**src/sv/esc_pkg.sv**
```systemverilog
// Shared types and constants for the EMA smoother and change detector.
`timescale 1ns / 1ps
`default_nettype none

package esc_pkg;

   // Fixed-point layout of the filter state: 16 integer bits, FRAC_BITS fraction bits.
   localparam int FRAC_BITS = 16;
   localparam int DATA_W    = 16;
   localparam int FILT_W    = DATA_W + FRAC_BITS;
   localparam int ALPHA_W   = 17;
   // Weighted sum before the Q1.16 scale is removed.
   localparam int SUM_W     = ALPHA_W + FILT_W;
   localparam int CSR_IDX_W = 2;

   localparam logic [ALPHA_W-1:0] ONE_Q16      = ALPHA_W'(65536);
   localparam logic [ALPHA_W-1:0] ALPHA_RESET  = ALPHA_W'(19661);
   localparam logic [DATA_W-1:0]  THRESH_RESET = DATA_W'(10);

   typedef enum logic [1:0] {
      CMD_LOAD   = 2'd0,
      CMD_UPDATE = 2'd1,
      CMD_CHECK  = 2'd2,
      CMD_NOP    = 2'd3
   } cmd_type;

   typedef enum logic [CSR_IDX_W-1:0] {
      CSR_ALPHA       = 2'd0,
      CSR_PROX_THR    = 2'd1,
      CSR_AMBIENT_THR = 2'd2,
      CSR_WHITE_THR   = 2'd3
   } csr_index_type;

   typedef struct packed {
      cmd_type            cmd;
      logic [DATA_W-1:0]  prox_raw;
      logic [DATA_W-1:0]  ambient_raw;
      logic [DATA_W-1:0]  white_raw;
      logic               prox_valid;
      logic               ambient_valid;
      logic               white_valid;
   } req_type;

   typedef struct packed {
      logic [DATA_W-1:0]  proximity;
      logic [DATA_W-1:0]  ambient;
      logic [DATA_W-1:0]  white;
      logic               any_changed;
      logic               prox_changed;
      logic               ambient_changed;
      logic               white_changed;
   } rsp_type;

   // Configuration as seen by the channels; alpha is already saturated to 1.0.
   typedef struct packed {
      logic [ALPHA_W-1:0] alpha;
      logic [DATA_W-1:0]  prox_thr;
      logic [DATA_W-1:0]  ambient_thr;
      logic [DATA_W-1:0]  white_thr;
   } cfg_type;

   // Per-word control shared by all channels.
   typedef struct packed {
      logic    fire;
      cmd_type cmd;
      logic    started;
   } ctl_type;

endpackage

`default_nettype wire

```
**src/sv/esc_channel.sv**
```systemverilog
// One sensor channel: EMA filter state, change reference and deadband compare.
`timescale 1ns / 1ps
`default_nettype none

module esc_channel (
   input  wire logic                        clock,
   input  wire logic                        reset,
   input  esc_pkg::ctl_type                 ctl,
   input  wire logic [esc_pkg::ALPHA_W-1:0] alpha,
   input  wire logic [esc_pkg::DATA_W-1:0]  threshold,
   input  wire logic [esc_pkg::DATA_W-1:0]  raw,
   input  wire logic                        raw_valid,
   output logic [esc_pkg::DATA_W-1:0]       value,
   output logic                             changed
);
   import esc_pkg::*;

   logic [FILT_W-1:0]  filter_ff;
   logic [FILT_W-1:0]  filter_in;
   logic [DATA_W-1:0]  reference_ff;
   logic [DATA_W-1:0]  reference_in;

   logic [ALPHA_W-1:0]        alpha_rest;
   logic [ALPHA_W+DATA_W-1:0] new_prod;
   logic [SUM_W-1:0]          old_prod;
   logic [SUM_W-1:0]          sum;
   logic [DATA_W-1:0]         current;
   logic [DATA_W-1:0]         diff;
   logic                      hit;

   // Weighted sum of the new sample and the old state, both at the filter's scale.
   assign alpha_rest = ONE_Q16 - alpha;
   assign new_prod   = (ALPHA_W+DATA_W)'(alpha) * (ALPHA_W+DATA_W)'(raw);
   assign old_prod   = SUM_W'(alpha_rest) * SUM_W'(filter_ff);
   assign sum        = {new_prod, {FRAC_BITS{1'b0}}} + old_prod;

   assign current = filter_ff[FRAC_BITS +: DATA_W];
   assign diff    = (current >= reference_ff) ? (current - reference_ff)
                                              : (reference_ff - current);
   assign hit     = (diff >= threshold);

   always_comb begin
      filter_in    = filter_ff;
      reference_in = reference_ff;
      changed      = 1'b0;
      unique case (ctl.cmd)
         CMD_LOAD: begin
            if (raw_valid) filter_in = {raw, {FRAC_BITS{1'b0}}};
         end
         CMD_UPDATE: begin
            if (ctl.started && raw_valid) filter_in = sum[16 +: FILT_W];
         end
         CMD_CHECK: begin
            changed = hit;
            if (hit) reference_in = current;
         end
         CMD_NOP: begin
         end
      endcase
   end

   assign value = filter_in[FRAC_BITS +: DATA_W];

   always_ff @(posedge clock) begin
      if (reset) begin
         filter_ff    <= '0;
         reference_ff <= '0;
      end else if (ctl.fire) begin
         filter_ff    <= filter_in;
         reference_ff <= reference_in;
      end
   end

endmodule

`default_nettype wire
```
**config.mk**
```make
export PLATFORM = sky130hd
export DESIGN_NAME = esc_channel
export DESIGN_NICKNAME = d
export VERILOG_FILES = /design/src/sv/esc_pkg.sv /design/src/sv/esc_channel.sv
export SDC_FILE = /design/constraint.sdc
export NUM_CORES = 2
export LEC_CHECK = 0
export ABC_AREA = 1
export BUFFER_PORTS_ARGS = -buffer_cell sky130_fd_sc_hd__buf_2
export CAP_MARGIN = 20
export CORE_UTILIZATION = 50
export DETAILED_ROUTE_END_ITERATION = 16
export PLACE_DENSITY = 0.69
export SLEW_MARGIN = 10
export SYNTH_ARGS = -nofsm -noshare
export SYNTH_HDL_FRONTEND = slang
export SYNTH_SLANG_ARGS = --single-unit
```
**constraint.sdc**
```tcl
create_clock -name clock -period 11.4 [get_ports clock]
set_clock_uncertainty 0.1 [all_clocks]
set_input_delay 1.14 -clock clock [delete_from_list [all_inputs] [get_ports clock]]
set_output_delay 1.14 -clock clock [all_outputs]
set_load 0.02 [all_outputs]
```
==> summary.md <==
| Metric | Value |
|---|---|
| Clk sinks | `48` |
| FF-to-FF Start | `filter_ff[11]` |
| Status | `finished, final reports clean` |
| Max incr delay on CP | `just under 600 ps` |
| Yosys cell types | `55` |
| Initial antenna violation count | `0` |
| Crit path launch type | `input port` |
| Post-route ant nets | `0` |
| Final instance area | `roughly 36000 sq um` |
| H-tree depth | `2` |
| Worst setup path endpoint | `value[8]` |
| CP Class | `input port to output port` |
| Avg Synthesized Cell Area | `7.40 sq um` |
| Synth warnings | `0` |
| Worst Tran Pin Value | `roughly 1100 ps` |
| Final hold viol count | `0` |
| Post-synth ARST share | `0%` |
| Placed cell area | `around 34000 sq um` |
| Crit path top cell by count | `fa_1` |
| Max cap viols | `0` |
| First-pass GRT wire length | `approximately 150000 um` |
| Drt total wl | `between 90000 and 100000 um` |
| Die Ht | `between 200 and 300 um` |
| R2R depth | `27` |
| Post-Synth Adder-Cell Area | `a little over half` |
| RSZ-0062 raised after global routing | `yes` |
| Max Fclk | `0.0879 GHz` |
| Synth Net Count | `between 5k and 6k` |
| R2R Setup Slk | `approximately 4400 ps` |
| Fin crit period | `~11000 ps` |
| Setup crit end kind | `output port` |
| Die W | `roughly 260 um` |
| FP Rows | `92` |
| XOR/XNOR share of the synthesized area | `~1.1%` |
| CTS Hold Bufs | `0` |
| Slew Limit Headroom | `~25%` |
| Core Area | `63200 sq um` |
| Fin Setup TNS | `0 ps` |
| GR Util All Layers | `a little under a third` |
| Top_reg_cell synth | `dfxtp_1` |
| Gpl congestion | `just over 1` |
| Critical Path AT | `10140 ps` |
| Detailed Place HPWL | `roughly 80000 um` |
| HP Class | `flop to flop` |
| Remaining routing DRC violations | `0` |
| Sequential fraction of the synthesis area | `around 3%` |
| Final worst-path cycle share | `99.8%` |
| Router iterations before antenna repair | `7` |
| Vias in the first global route | `just under 30k` |
| End of the worst register-to-register path | `filter_ff[31]` |
| Largest net degree at the start of global routing | `49` |
| Cells after DPL | `5259` |
| Worst Setup SP | `alpha[9]` |
| Final net count | `between 5k and 6k` |
| Io pins | `73` |
| Clk pin slew, worst setup/hold paths | `70 ps` |
| Mapped Area | `about 32000 sq um` |
| Die area | `between 60000 and 70000 sq um` |
| Stages on worst setup path | `40` |
| Data required time of the worst path | `between 10000 and 15000 ps` |
| Worst-Skew Late Latency | `320 ps` |
| CTS tree | `built` |
| Largest delay share family, worst path | `adder cells` |
| Most common cell after layout, fill and taps aside | `inv_1` |
| Setup violators final | `0` |
| Vias post-DR | `27.9k` |
| Inserted Clock Buffers | `5` |
| Buf+Inv Stages, Crit Path | `13` |
| Port Buffers | `slightly above 70` |
| Post-synth EDFFs | `0` |
| # diodes | `0` |
| Post-Synth Simple-Gate Area | `between 10% and 20%` |
| Crit path max-delay cell type | `fa_2` |
| GRT overflow | `0` |
| DR iter-0 viols | `about 2.0k` |
| Most frequent cells in the layout | `inv_1 (1099), nand2_1 (1058), fa_1 (680)` |
| Wire length per cell | `18.1 um` |
| Final Instance Count excl. Fillers | `between 5k and 6k` |
| Synth Register Bits | `48` |
| Starting Density | `50.8%` |
| Post-synthesis cell count | `~4.3k` |
| Synth-to-Final Area Change | `11.2%` |
| Compound-Gate Fraction of Synth Area | `under 10%` |
| Root Buffer | `clkbuf_16` |
| Main combinational cell family by area after synthesis | `adder cells` |
| Crit path max fanout | `7` |
| Maximum buffer depth of the clock tree | `2` |
| Final Max Slew Viols | `0` |
| Final core utilization | `between 50% and 60%` |
| Vias per std cell | `around 5.3` |
| Share of layout cells above drive strength 1 | `between 10% and 20%` |
| Multiplexer share of the synthesized area | `less than 1%` |
## kinds of logic after synthesis
| group | count (synthesis) |
|---|---|
| AOI/OAI and AO/OA | 403 |
| muxes | 2 |
| DFF | 48 |
| adders and majority gates | 958 |
| xor gates and xnor gates | 42 |
| buffers and inverters | 1343 |
| and+or+nand+nor | 1539 |
## per-layer routing
metal / global-route usage, % / wire [um] / part of all wire, % / vias to the layer above
li1: - / - / - / 12800
met1: 40.0 / 39100 / 41 / 13800
met2: 50.3 / 45000 / 47 / 1069
met3: 3.84 / 7190 / 7.5 / 194
met4: 10.8 / 4110 / 4.3 / 0
met5: 0 / 0 / 0 / -
## worst register-to-register path, delay by kind of cell, from the launching register on
family | cells | cell delay [ps]
buf+inv | 7 | 420
flops | 1 | 1040
compound gates | 4 | 900
simple gates | 9 | 1070
fa+ha+maj | 7 | 3400
## synthesized netlist by cell type (3+ instances only)
library cell  number  area [sq um]
nor3_1            21           105
o21ai_0           94           470
clkinv_1           5          18.8
inv_1           1119          4200
nand3_1           91           455
nand2_1         1094          4110
buf_2             22           110
a31oi_1            7          43.8
a21oi_1          187           936
nor2_1           278          1040
buf_4             20           150
o211ai_1          16           120
nand2_2            7          43.8
clkbuf_1         152           571
o21bai_1          13          97.6
buf_1             13          48.8
nor2_2             3          18.8
nor4_1             7          43.8
or2_2             14          87.6
o21a_1            10          75.1
fa_1             687         13800
a21boi_0           7          52.6
nand4_1           10          62.6
a21oi_2            4          35.0
dfxtp_1           48           961
xnor2_1           24           210
o21ai_1           11          55.1
ha_1             271          3390
a211oi_1          19           143
inv_2              9          33.8
xor2_1            18           158
a21o_1            20           150
## stage by stage
stage	setup slack (ps)	hold WS (ps)
after floorplan	115	343
after global placement	-333	355
after detailed placement	-423	357
after CTS	8.49	368
after global routing	-233	400
final	19.8	369
## area by class of cell
cell class	count	area (sq um)
fillers	5948	27500
flip-flops and latches	48	961
repair buffers	304	2310
multi-input cells	2944	27000
inverters	1133	4260
clock inverters	1	8.76
clock buffers	6	139
well taps	846	1060
## flip-flops by register name, summed over array words and instances (netlist names)
name	cells
filter_ff	32
reference_ff	16
## how the worst min path moves through the flow
stage	startpoint	end	slack, ps	cells past startpoint
after floorplan	reference_ff[15]	reference_ff[15]	340	2
after global placement	filter_ff[25]	filter_ff[25]	360	2
after detailed placement	filter_ff[25]	filter_ff[25]	360	2
after CTS	filter_ff[25]	filter_ff[25]	370	2
after global routing	filter_ff[10]	filter_ff[10]	400	2
final	filter_ff[25]	filter_ff[25]	370	2
## repair_timing
item	CTS	global route
resized for setup	100	225
cloned	0	0
setup endpoints to repair	16	16
pin swaps	23	100
setup buffers	2	14
Power is not shown: default switching activity piles up to over one toggle a cycle in this logic, so the estimate is an artifact.
