===== src/sv/esc_pkg.sv =====
// Shared types and constants for the EMA smoother and change detector.
`timescale 1ns / 1ps
`default_nettype none

package esc_pkg;

   // Fixed-point layout of the filter state: 16 integer bits, FRAC_BITS fraction bits.
   localparam int FRAC_BITS = 16;
   localparam int DATA_W    = 16;
   localparam int FILT_W    = DATA_W + FRAC_BITS;
   localparam int ALPHA_W   = 17;
   // Weighted sum before the Q1.16 scale is removed.
   localparam int SUM_W     = ALPHA_W + FILT_W;
   localparam int CSR_IDX_W = 2;

   localparam logic [ALPHA_W-1:0] ONE_Q16      = ALPHA_W'(65536);
   localparam logic [ALPHA_W-1:0] ALPHA_RESET  = ALPHA_W'(19661);
   localparam logic [DATA_W-1:0]  THRESH_RESET = DATA_W'(10);

   typedef enum logic [1:0] {
      CMD_LOAD   = 2'd0,
      CMD_UPDATE = 2'd1,
      CMD_CHECK  = 2'd2,
      CMD_NOP    = 2'd3
   } cmd_type;

   typedef enum logic [CSR_IDX_W-1:0] {
      CSR_ALPHA       = 2'd0,
      CSR_PROX_THR    = 2'd1,
      CSR_AMBIENT_THR = 2'd2,
      CSR_WHITE_THR   = 2'd3
   } csr_index_type;

   typedef struct packed {
      cmd_type            cmd;
      logic [DATA_W-1:0]  prox_raw;
      logic [DATA_W-1:0]  ambient_raw;
      logic [DATA_W-1:0]  white_raw;
      logic               prox_valid;
      logic               ambient_valid;
      logic               white_valid;
   } req_type;

   typedef struct packed {
      logic [DATA_W-1:0]  proximity;
      logic [DATA_W-1:0]  ambient;
      logic [DATA_W-1:0]  white;
      logic               any_changed;
      logic               prox_changed;
      logic               ambient_changed;
      logic               white_changed;
   } rsp_type;

   // Configuration as seen by the channels; alpha is already saturated to 1.0.
   typedef struct packed {
      logic [ALPHA_W-1:0] alpha;
      logic [DATA_W-1:0]  prox_thr;
      logic [DATA_W-1:0]  ambient_thr;
      logic [DATA_W-1:0]  white_thr;
   } cfg_type;

   // Per-word control shared by all channels.
   typedef struct packed {
      logic    fire;
      cmd_type cmd;
      logic    started;
   } ctl_type;

endpackage

`default_nettype wire


===== src/sv/esc_csr.sv =====
// Configuration registers: smoothing weight and per-channel thresholds.
`timescale 1ns / 1ps
`default_nettype none

module esc_csr (
   input  wire logic                          clock,
   input  wire logic                          reset,
   input  wire logic                          csr_wen,
   input  wire logic [esc_pkg::CSR_IDX_W-1:0] csr_index,
   input  wire logic [esc_pkg::ALPHA_W-1:0]   csr_wdata,
   output esc_pkg::cfg_type                   cfg
);
   import esc_pkg::*;

   logic [ALPHA_W-1:0] alpha_ff;
   logic [DATA_W-1:0]  prox_thr_ff;
   logic [DATA_W-1:0]  ambient_thr_ff;
   logic [DATA_W-1:0]  white_thr_ff;

   always_ff @(posedge clock) begin
      if (reset) begin
         alpha_ff       <= ALPHA_RESET;
         prox_thr_ff    <= THRESH_RESET;
         ambient_thr_ff <= THRESH_RESET;
         white_thr_ff   <= THRESH_RESET;
      end else if (csr_wen) begin
         unique case (csr_index_type'(csr_index))
            CSR_ALPHA:       alpha_ff       <= csr_wdata;
            CSR_PROX_THR:    prox_thr_ff    <= csr_wdata[DATA_W-1:0];
            CSR_AMBIENT_THR: ambient_thr_ff <= csr_wdata[DATA_W-1:0];
            CSR_WHITE_THR:   white_thr_ff   <= csr_wdata[DATA_W-1:0];
         endcase
      end
   end

   // Weights above one are clamped so the old-sample weight never goes negative.
   assign cfg.alpha       = (alpha_ff > ONE_Q16) ? ONE_Q16 : alpha_ff;
   assign cfg.prox_thr    = prox_thr_ff;
   assign cfg.ambient_thr = ambient_thr_ff;
   assign cfg.white_thr   = white_thr_ff;

endmodule

`default_nettype wire


===== config.mk =====
export PLATFORM = sky130hd
export DESIGN_NAME = esc_csr
export DESIGN_NICKNAME = d
export VERILOG_FILES = /design/src/sv/esc_pkg.sv /design/src/sv/esc_csr.sv
export SDC_FILE = /design/constraint.sdc
export NUM_CORES = 1
export LEC_CHECK = 0
export BUFFER_PORTS_ARGS = -buffer_cell sky130_fd_sc_hd__buf_2
export CAP_MARGIN = 20
export CORE_AREA = 4 4 74 76
export CTS_CLUSTER_DIAMETER = 60
export DETAILED_ROUTE_END_ITERATION = 6
export DIE_AREA = 0 0 78 80
export HOLD_SLACK_MARGIN = 0.12
export PLACE_DENSITY = 0.82
export SKIP_CTS_REPAIR_TIMING = 1
export SLEW_MARGIN = 20
export SYNTH_ARGS = -nofsm -noshare
export SYNTH_HDL_FRONTEND = slang
export SYNTH_SLANG_ARGS = --single-unit

===== constraint.sdc =====
create_clock -name clock -period 2.15 [get_ports clock]
set_input_delay 0.1075 -clock clock [delete_from_list [all_inputs] [get_ports clock]]
set_output_delay 0.1075 -clock clock [all_outputs]
set_load 0.01 [all_outputs]

==> metrics.md, run 1 <==
| Metric | Value |
|---|---|
| Total GRT Usage | 0.2172 |
| Final Hold Viols | 0 |
| Total wire length | 6813 µm |
| Top_reg_cell synth | dfxtp_1 |
| Leakage power | 1.466 nW |
| Final worst-path cycle share | 0.8511 |
| Crit. End Element | output pin |
| Crit start category | flip-flop |
| Critical Path AT | 1.72 ns |
| Fmax | around 550 MHz |
| Maximum VDD drop | 0.6329 mV |
| Initial antenna violation count | 0 |
| Synthesized flop and latch total | 65 |
| Port-buffer cells | 86 |
| Diodes inserted | 0 |
| Async SR Flop Fraction | 0 |
| Final cell count without fillers | 477 |
| DRT Pass-1 Iters | 4 |
| Largest net degree at the start of global routing | 66 |
| Synthesized instance count | 313 |
| Worst-Margin Slew | roughly 0.67 ns |
| Max cap viols | 0 |
| Clk root buf | clkbuf_8 |
| Detailed placement HPWL | between 4000 and 5000 µm |
| Setup Total Neg Slack | 0 ns |
| Drt via density | 5.000 |
| Area leader, netlist | dfxtp_1 |
| Post-synth top cells | nand2_1 (130), dfxtp_1 (65), a21oi_1 (51) |
| Worst Setup Path Type | flip-flop to output pin |
| Starting DRT DRC Count | 200 |
| Worst hold path type | input pin to flip-flop |
| Slowest library cell on the worst path | a41oi_1 |
| Pins over their slew limit | 0 |
| CP Max Fanout | 10 |
| Synth Warn # | 0 |
| Vias in the first global route | 2215 |
| Post-synth top area share | 0.5208 |
| Die area | 6240 µm² |
| WHS | 0.2238 ns |
| Syn nets | 335 |
| Global-route wire length before repair | 10540 µm |
| Layout cells sized above 1 | 0.2512 |
| Clk sinks | between 60 and 70 |
| Dpl cells | 444 |
| Number of enable flip-flop cells after synthesis | 0 |
| Most common cell in the netlist | nand2_1 |
| Pwr dens | 851.1 nW/µm² |
| Cell depth of the worst hold path | 4 |
| Htree depth | 3 |
| Cell Chain, Critical Path | inv_1 -> a41oi_1 -> and2b_1 -> buf_2 |
| Num CTS Buffers | 9 |
| Status | finished clean |
| CTS tree | done |
| Synth Cell Area | 2499 µm² |
| Worst-Skew Late Latency | 0.33 ns |
| RSZ-0062 raised after global routing | no |
| Maximum clock insertion buffer count | 2 |
| DRC | 0 |
| Fill count | 385 |
| CP Buf/Inv Count | 2 |
| Die outline width | 78 µm |
| Period minus WS final | between 1.5 and 2 ns |
| Via count | 2385 |
| Final #Nets | 427 |
| Delay-heaviest family, CP | compound AO/OA/AOI/OAI gates |
| Synth top area cells | dfxtp_1 (52%), nand2_1 (20%), a21oi_1 (10%), nand3b_1 (4.8%), nor2b_1 (2.3%) |
| Slew HR | 0.5518 |
| Setup violators final | 0 |
| Final ANT Viol Nets | 0 |
| Crit path depth | 4 |
| Slowest stage delay, CP | slightly below 0.5 ns |
| Area delta synth->final | 32.20% |
| Worst EP required | 2.04 ns |
| Post-DR wirelength/cell | 14.28 µm |
| Initial Util | 0.5290 |
| Netlist cell types | 20 |
| Core Area | around 4700 µm² |
| Ports | 87 |
| Skew final | 0 ns |
| R2R depth | 2 |
| FP Rows | 25 |
| Die H | 80 µm |
| Grt ovf | 0 |
| CTS clock-pin slew for the worst setup and hold paths | 0.07 ns |
| Gp weighted congestion | between 0.7 and 0.8 |
| Mean post-synth cell area | 7.983 µm² |
| Sequential cell area fraction in the yosys report | 0.5208 |
stage by stage:
stage	instance area [µm²]	utilization	power, mW	setup slack (ns)
4_1_cts	3133	0.6633	2.792	0.3036
6_report	3303	0.6993	2.811	0.3202
2_1_floorplan	2499	-	1.446	0.9033
3_5_place_dp	2889	0.6117	1.547	0.6660
3_3_place_gp	2889	0.6117	1.541	0.7239
5_1_grt	3303	0.6993	2.892	0.1753
worst paths after layout:
kind                       start        endpoint  slack, ns
setup reg to reg    alpha_ff[16]    alpha_ff[16]       1.41
setup / recovery    alpha_ff[16]         cfg[54]       0.32
hold / removal      csr_index[1]     alpha_ff[8]       0.22
hold reg to reg   prox_thr_ff[9]  prox_thr_ff[9]       0.45
final cells by class:
type                       count  area [µm²]  area share
clock inverter                 5       102.6     0.03106
sequential                    65        1301      0.3939
clock buffer                  11       141.4     0.04280
tap                           67       83.83     0.02538
inverter                       1       3.754    0.001136
multi-input combinational    224        1062      0.3216
timing repair buffer         104       608.1      0.1841
power breakdown:
group | leakage (nW) | internal (mW) | switching [mW] | total, mW
logic | 0.817 | 0.113 | 0.156 | 0.269
registers | 0.529 | 1.25 | 0.0259 | 1.27
clock network | 0.120 | 0.801 | 0.466 | 1.27
total | 1.47 | 2.16 | 0.648 | 2.81
registers in the layout, indices dropped and copies added (netlist names):
| register | cells |
|---|---|
| ambient_thr_ff | 16 |
| white_thr_ff | 16 |
| alpha_ff | 17 |
| prox_thr_ff | 16 |
worst min-delay path, cell delays in order:
cell,delay (ns)
buf_2,0.16
nor3b_4,0.12
nand2_1,0.08
a21oi_1,0.05
metal layers:
layer  vias up  global-route usage  wire length (µm)
met5         -                   0                 0
met4         0             0.08566               130
met3        14             0.04515               404
met2        72              0.3759              3385
met1      1102              0.2642              2893
li1       1197                   -                 -
cell usage in the layout, fill, tap and decap left out:
cell type	instances
inv_1	1
nor4_1	4
buf_2	86
bufinv_16	3
dfxtp_1	65
and3_1	1
buf_4	1
clkbuf_8	10
nand2_1	130
nand3_1	1
clkbuf_1	1
a21oi_1	51
clkinv_2	1
nor2b_1	9
nor3b_4	1
clkinvlp_4	1
and2b_1	7
and3b_1	2
dlygate4sd3_1	17
or3b_1	1
nand3b_1	16
a41oi_1	1
cell families (layout without fill, tap and decap cells):
family / count (synthesis) / count (layout) / synth area share
buffers and inverters: 24 / 121 / 0.05407
AND/OR/NAND/NOR: 172 / 172 / 0.3195
flip-flops: 65 / 65 / 0.5208
AO/OA/AOI/OAI: 52 / 52 / 0.1057
No activity file was read; power rests on OpenSTA's default activity.
==> run 2, diff against run 1 <==
--- a/config.mk
+++ b/config.mk
@@ -8,11 +8,10 @@
 export BUFFER_PORTS_ARGS = -buffer_cell sky130_fd_sc_hd__buf_2
 export CAP_MARGIN = 20
 export CORE_AREA = 4 4 74 76
-export CTS_CLUSTER_DIAMETER = 60
 export DETAILED_ROUTE_END_ITERATION = 6
 export DIE_AREA = 0 0 78 80
 export HOLD_SLACK_MARGIN = 0.12
-export PLACE_DENSITY = 0.82
+export PLACE_DENSITY = 0.94
 export SKIP_CTS_REPAIR_TIMING = 1
 export SLEW_MARGIN = 20
 export SYNTH_ARGS = -nofsm -noshare
==> run 2 against run 1 <==
Net effect: combinational power about the same; design area fell by 2.8%; sequential power is essentially flat; clock-buffer cell count is 2 higher; global-route usage is 0.29 points higher; critical path depth is the same; highest routed layer unchanged; non-clock buffer count increased by 1; hold slack better by 0.015 ns; first-iteration DRC count up 18%; largest cell class unchanged.
==> metrics.md, run 2 (same netlist as run 1, synthesis figures left out) <==
| Metric | Value |
|---|---|
| Status | finished clean |
| CTS clock-pin slew for the worst setup and hold paths | 0.06 ns |
| Dpl cells | 445 |
| Layout cells sized above 1 | 0.2421 |
| Post-DR wirelength/cell | 14.16 µm |
| Total wire length | 6742 µm |
| Num CTS Buffers | 9 |
| Worst hold path type | input pin to flip-flop |
| Crit start category | flip-flop |
| Period minus WS final | between 1.5 and 2 ns |
| Critical Path AT | 1.76 ns |
| Clk network pwr share | 0.345 |
| Area delta synth->final | 28.49% |
| CTS tree | done |
| Gp weighted congestion | 0.8248 |
| Setup slack after placement | about 0.58 ns |
| Final ANT Viol Nets | 0 |
| Setup Total Neg Slack | 0 ns |
| Maximum VDD drop | 0.4350 mV |
| Reg2reg setup slack | 1.40 ns |
| Internal power | 1.770 mW |
| R2R depth | 2 |
| Final #Nets | 428 |
| Skew final | 0 ns |
| Worst R2R Start | alpha_ff[16] |
| Vias in the first global route | 2256 |
| Crit. End Element | output pin |
| FP Rows | 25 |
| Multi-input logic area | 1062 µm² |
| WHS | 0.2386 ns |
| DRT Pass-1 Iters | 4 |
| Placed cell area | 2897 µm² |
| Port-buffer cells | 86 |
| Worst Setup Path Type | flip-flop to output pin |
| DRC | 0 |
| Slowest stage delay, CP | 0.35 ns |
| RSZ-0062 raised after global routing | no |
| Max reg flops | 17 |
| Initial Util | 0.5290 |
| Global-route wire length before repair | 10610 µm |
| Leading cell types in the layout, fill and taps excluded | nand2_1 (130), buf_2 (86), dfxtp_1 (65), a21oi_1 (51), dlygate4sd3_1 (17) |
| Reg power frac | 0.541 |
| Grt ovf | 0 |
| CP Max Fanout | 10 |
| Sw Pwr | approximately 590 µW |
| Cell depth of the worst hold path | 4 |
| CP startpoint | alpha_ff[0] |
| Maximum clock insertion buffer count | 2 |
| Slowest library cell on the worst path | a41oi_1 |
| Largest net degree at the start of global routing | 34 |
| Core Area | 4723 µm² |
| Fill count | 371 |
| Sw Ratio | 0.2505 |
| Biggest register | alpha_ff |
| Combinational Power Share | 0.115 |
| Worst EP required | ~2.0 ns |
| Clk root buf | clkbuf_8 |
| Pwr dens | ~740 nW/µm² |
| Cell Chain, Critical Path | nor4_1 -> a41oi_1 -> and2b_1 -> buf_2 |
| Starting DRT DRC Count | approximately 240 |
| Die outline width | 78 µm |
| Fin area | 3211 µm² |
| FF/Latch Area | 1301 µm² |
| Diodes inserted | 0 |
| Setup violators final | 0 |
| Worst-Skew Late Latency | 0.32 ns |
| Initial antenna violation count | 0 |
| Final cell count without fillers | around 480 |
| Htree depth | 3 |
| R2r endpoint | alpha_ff[16] |
| Worst-Margin Slew | 0.7210 ns |
| End of the critical path | cfg[58] |
| Die area | 6240 µm² |
| Via count | 2395 |
| Clk sinks | 65 |
| Ports | 87 |
| Fmax | 534.7 MHz |
| Commonest non-fill, non-tap cell in the layout | nand2_1 |
| Drt via density | 5.032 |
| Final setup margin | 0.2799 ns |
| Final Hold Viols | 0 |
| Leakage power | 1.425 nW |
| Die H | 80 µm |
| Pins over their slew limit | 0 |
| Max cap viols | 0 |
| Detailed placement HPWL | 4693 µm |
| Final worst-path cycle share | 0.8698 |
| Slew HR | 0.5179 |
| Total GRT Usage | 0.2201 |
run 2: worst max-delay path, delay by kind of cell, from the launching register on:
family	cells	cell delay, ns
flip-flops	1	0.32
AO/OA/AOI/OAI	1	0.35
AND/OR/NAND/NOR	2	0.64
buffers and inverters	1	0.12
run 2: area by class of cell:
cell class | instances | share of cell area
clock buffers | 13 | 0.04326
clock inverters | 1 | 0.001559
inverters | 1 | 0.001169
multi-input cells | 224 | 0.3309
flip-flops and latches | 65 | 0.4053
well taps | 67 | 0.02611
repair buffers | 105 | 0.1917
run 2: stage by stage:
step	utilization	total power, mW
after global placement	0.6132	1.541
after CTS	0.6437	2.351
final	0.6797	2.361
after detailed placement	0.6132	1.548
after floorplan	-	1.446
after global routing	0.6797	2.463
run 2: how the worst min path moves through the flow:
stage                   from      endpoint
6_report        csr_index[1]  alpha_ff[16]
5_1_grt         csr_index[1]   alpha_ff[4]
4_1_cts        csr_wdata[16]  alpha_ff[16]
3_5_place_dp   csr_wdata[16]  alpha_ff[16]
3_3_place_gp   csr_wdata[16]  alpha_ff[16]
2_1_floorplan  csr_wdata[10]  alpha_ff[10]
run 2: power by group through the flow:
stage	Sequential [mW]	Combinational [mW]	Clock (mW)
after floorplan	1.31	0.133	0
after global placement	1.30	0.240	0
after detailed placement	1.30	0.245	0
after CTS	1.28	0.247	0.828
after global routing	1.28	0.299	0.884
final	1.28	0.270	0.814
run 2: routing by layer:
layer	up-vias	GRT usage	wire, µm
li1	1192	-	-
met1	1089	0.2637	2752
met2	101	0.3750	3299
met3	13	0.04966	563
met4	0	0.1014	126
met5	-	0	0
==> run 3, diff against run 2 <==
==> constraint.sdc (replaced) <==
create_clock -name clock -period 2.15 [get_ports clock]
set_input_delay 0 -clock clock [delete_from_list [all_inputs] [get_ports clock]]
set_output_delay 0 -clock clock [all_outputs]
set_load 0.01 [all_outputs]
==> run 3 against run 2 <==
Net effect: non-clock buffer count unchanged; first-iteration DRC count up 2.5%; wire length grew 5.2%; critical path depth unchanged; combinational power is 1% higher; die area unchanged; clock-buffer cell count is the same; setup slack gained 0.12 ns; global-route usage up 0.67 points; critical endpoint is now cfg[54]; largest cell class unchanged; largest power group unchanged.
==> metrics.md, run 3 (same netlist as run 1, synthesis figures left out) <==
| Metric | Value |
|---|---|
| FP Rows | 25 |
| Worst hold path type | input pin to flip-flop |
| Skew final | 0 ns |
| Slew HR | 0.4602 |
| CTS tree | done |
| Diodes inserted | 0 |
| RSZ-0062 raised after global routing | no |
| Max reg flops | 17 |
| Final Power | 2.463 mW |
| Sw Ratio | 0.2527 |
| Fin area | 3241 µm² |
| Max cap viols | 0 |
| Pins over their slew limit | 0 |
| Port-buffer cells | 86 |
| Slowest library cell on the worst path | a41oi_1 |
| Num CTS Buffers | 9 |
| Worst EP required | 2.15 ns |
| Worst-Margin Slew | 0.8073 ns |
| Ports | between 80 and 90 |
| CP Max Fanout | 10 |
| Worst Setup Path Type | flip-flop to output pin |
| Combinational Power Share | 0.111 |
| Worst-Skew Late Latency | 0.33 ns |
| Placed cell area | 2897 µm² |
| Core Area | roughly 4700 µm² |
| Total GRT Usage | 0.2268 |
| Internal power | 1.840 mW |
| Post-DR wirelength/cell | roughly 15 µm |
| Maximum VDD drop | 0.5236 mV |
| Leakage power | 1.445 nW |
| Clk sinks | 65 |
| Reg power frac | 0.519 |
| Commonest non-fill, non-tap cell in the layout | nand2_1 |
| Total wire length | 7090 µm |
| Clk root buf | clkbuf_8 |
| Gp weighted congestion | ~0.84 |
| DRC | 0 |
| Detailed placement HPWL | between 4000 and 5000 µm |
| Vias in the first global route | 2291 |
| Crit start category | flip-flop |
| DRT Pass-1 Iters | 5 |
| Maximum clock insertion buffer count | 2 |
| Pwr dens | about 760 nW/µm² |
| Critical Path AT | 1.75 ns |
| Setup violators final | 0 |
| Via count | 2455 |
| Sw Pwr | 622.4 µW |
| Final ANT Viol Nets | 0 |
| Slowest stage delay, CP | 0.49 ns |
| Crit. End Element | output pin |
| Clk network pwr share | 0.370 |
| Final worst-path cycle share | 0.8130 |
| Global-route wire length before repair | 10880 µm |
| Final core utilization | 0.6861 |
| Die H | about 80 µm |
| Htree depth | 3 |
| Largest net degree at the start of global routing | 28 |
| Final Hold Viols | 0 |
| CTS clock-pin slew for the worst setup and hold paths | 0.07 ns |
| Die outline width | 78 µm |
| Drt via density | 5.136 |
| Period minus WS final | 1.748 ns |
| Biggest register | alpha_ff |
| Status | finished clean |
| Initial Util | 0.5290 |
| Die area | 6240 µm² |
| Fmax | approximately 570 MHz |
| Initial antenna violation count | 0 |
| Starting DRT DRC Count | ~240 |
| Cell Chain, Critical Path | inv_1 -> a41oi_1 -> and2b_1 -> buf_2 |
| Grt ovf | 0 |
| Leading cell types in the layout, fill and taps excluded | nand2_1 (130), buf_2 (86), dfxtp_1 (65), a21oi_1 (51), dlygate4sd3_1 (17) |
| Setup Total Neg Slack | 0 ns |
| Layout cells sized above 1 | 0.2506 |
| Final #Nets | 428 |
| Area delta synth->final | 29.69% |
[run 3: cell types whose count changed in the layout (fill, tap and decap cells not counted), sizes merged]
cell,previous run,this run
clkinv,1,3
[run 3: final timing paths]
kind                  start             end  slack [ns]  cells after the start
max            alpha_ff[16]         cfg[54]        0.40                      4
min reg2reg  prox_thr_ff[8]  prox_thr_ff[8]        0.45                      2
max reg2reg    alpha_ff[16]    alpha_ff[16]        1.39                      2
min                   reset     alpha_ff[8]        0.11                      2
[run 3: power by group through the flow]
| stage | logic [mW] | clock network (mW) | registers, mW |
|---|---|---|---|
| floorplan | 0.133 | 0 | 1.31 |
| global placement | 0.241 | 0 | 1.30 |
| detailed placement | 0.247 | 0 | 1.30 |
| CTS | 0.248 | 0.929 | 1.28 |
| global route | 0.301 | 0.987 | 1.28 |
| finish | 0.274 | 0.912 | 1.28 |
[run 3: metrics by stage]
stage | instances | setup slack (ns) | hold slack (ns)
2_1_floorplan | 313 | 1.011 | 0.1208
3_5_place_dp | 445 | 0.7515 | 0.2539
6_report | 478 | 0.4021 | 0.1055
5_1_grt | 478 | 0.2614 | 0.1250
3_3_place_gp | 445 | 0.8184 | 0.2430
4_1_cts | 461 | 0.3831 | -0.1034
[run 3: critical path, delay by kind of cell, from the launching register on]
| family | cells | cell delay, ns |
|---|---|---|
| simple gates | 1 | 0.25 |
| buf+inv | 2 | 0.21 |
| compound gates | 1 | 0.49 |
| flops | 1 | 0.47 |
[run 3: layer usage]
layer	vias up	track usage	share of wire
li1	1198	-	-
met1	1129	0.2588	0.41
met2	110	0.3896	0.49
met3	18	0.06433	0.072
met4	0	0.1101	0.024
met5	-	0	0
[run 3: cell type report]
type / count / area (µm²)
multi-input cells: 224 / 1062
fillers: 383 / 1483
clock buffers: 13 / 158.9
inverters: 1 / 3.754
repair buffers: 105 / 615.6
well taps: 67 / 83.83
clock inverters: 3 / 15.01
flip-flops and latches: 65 / 1301
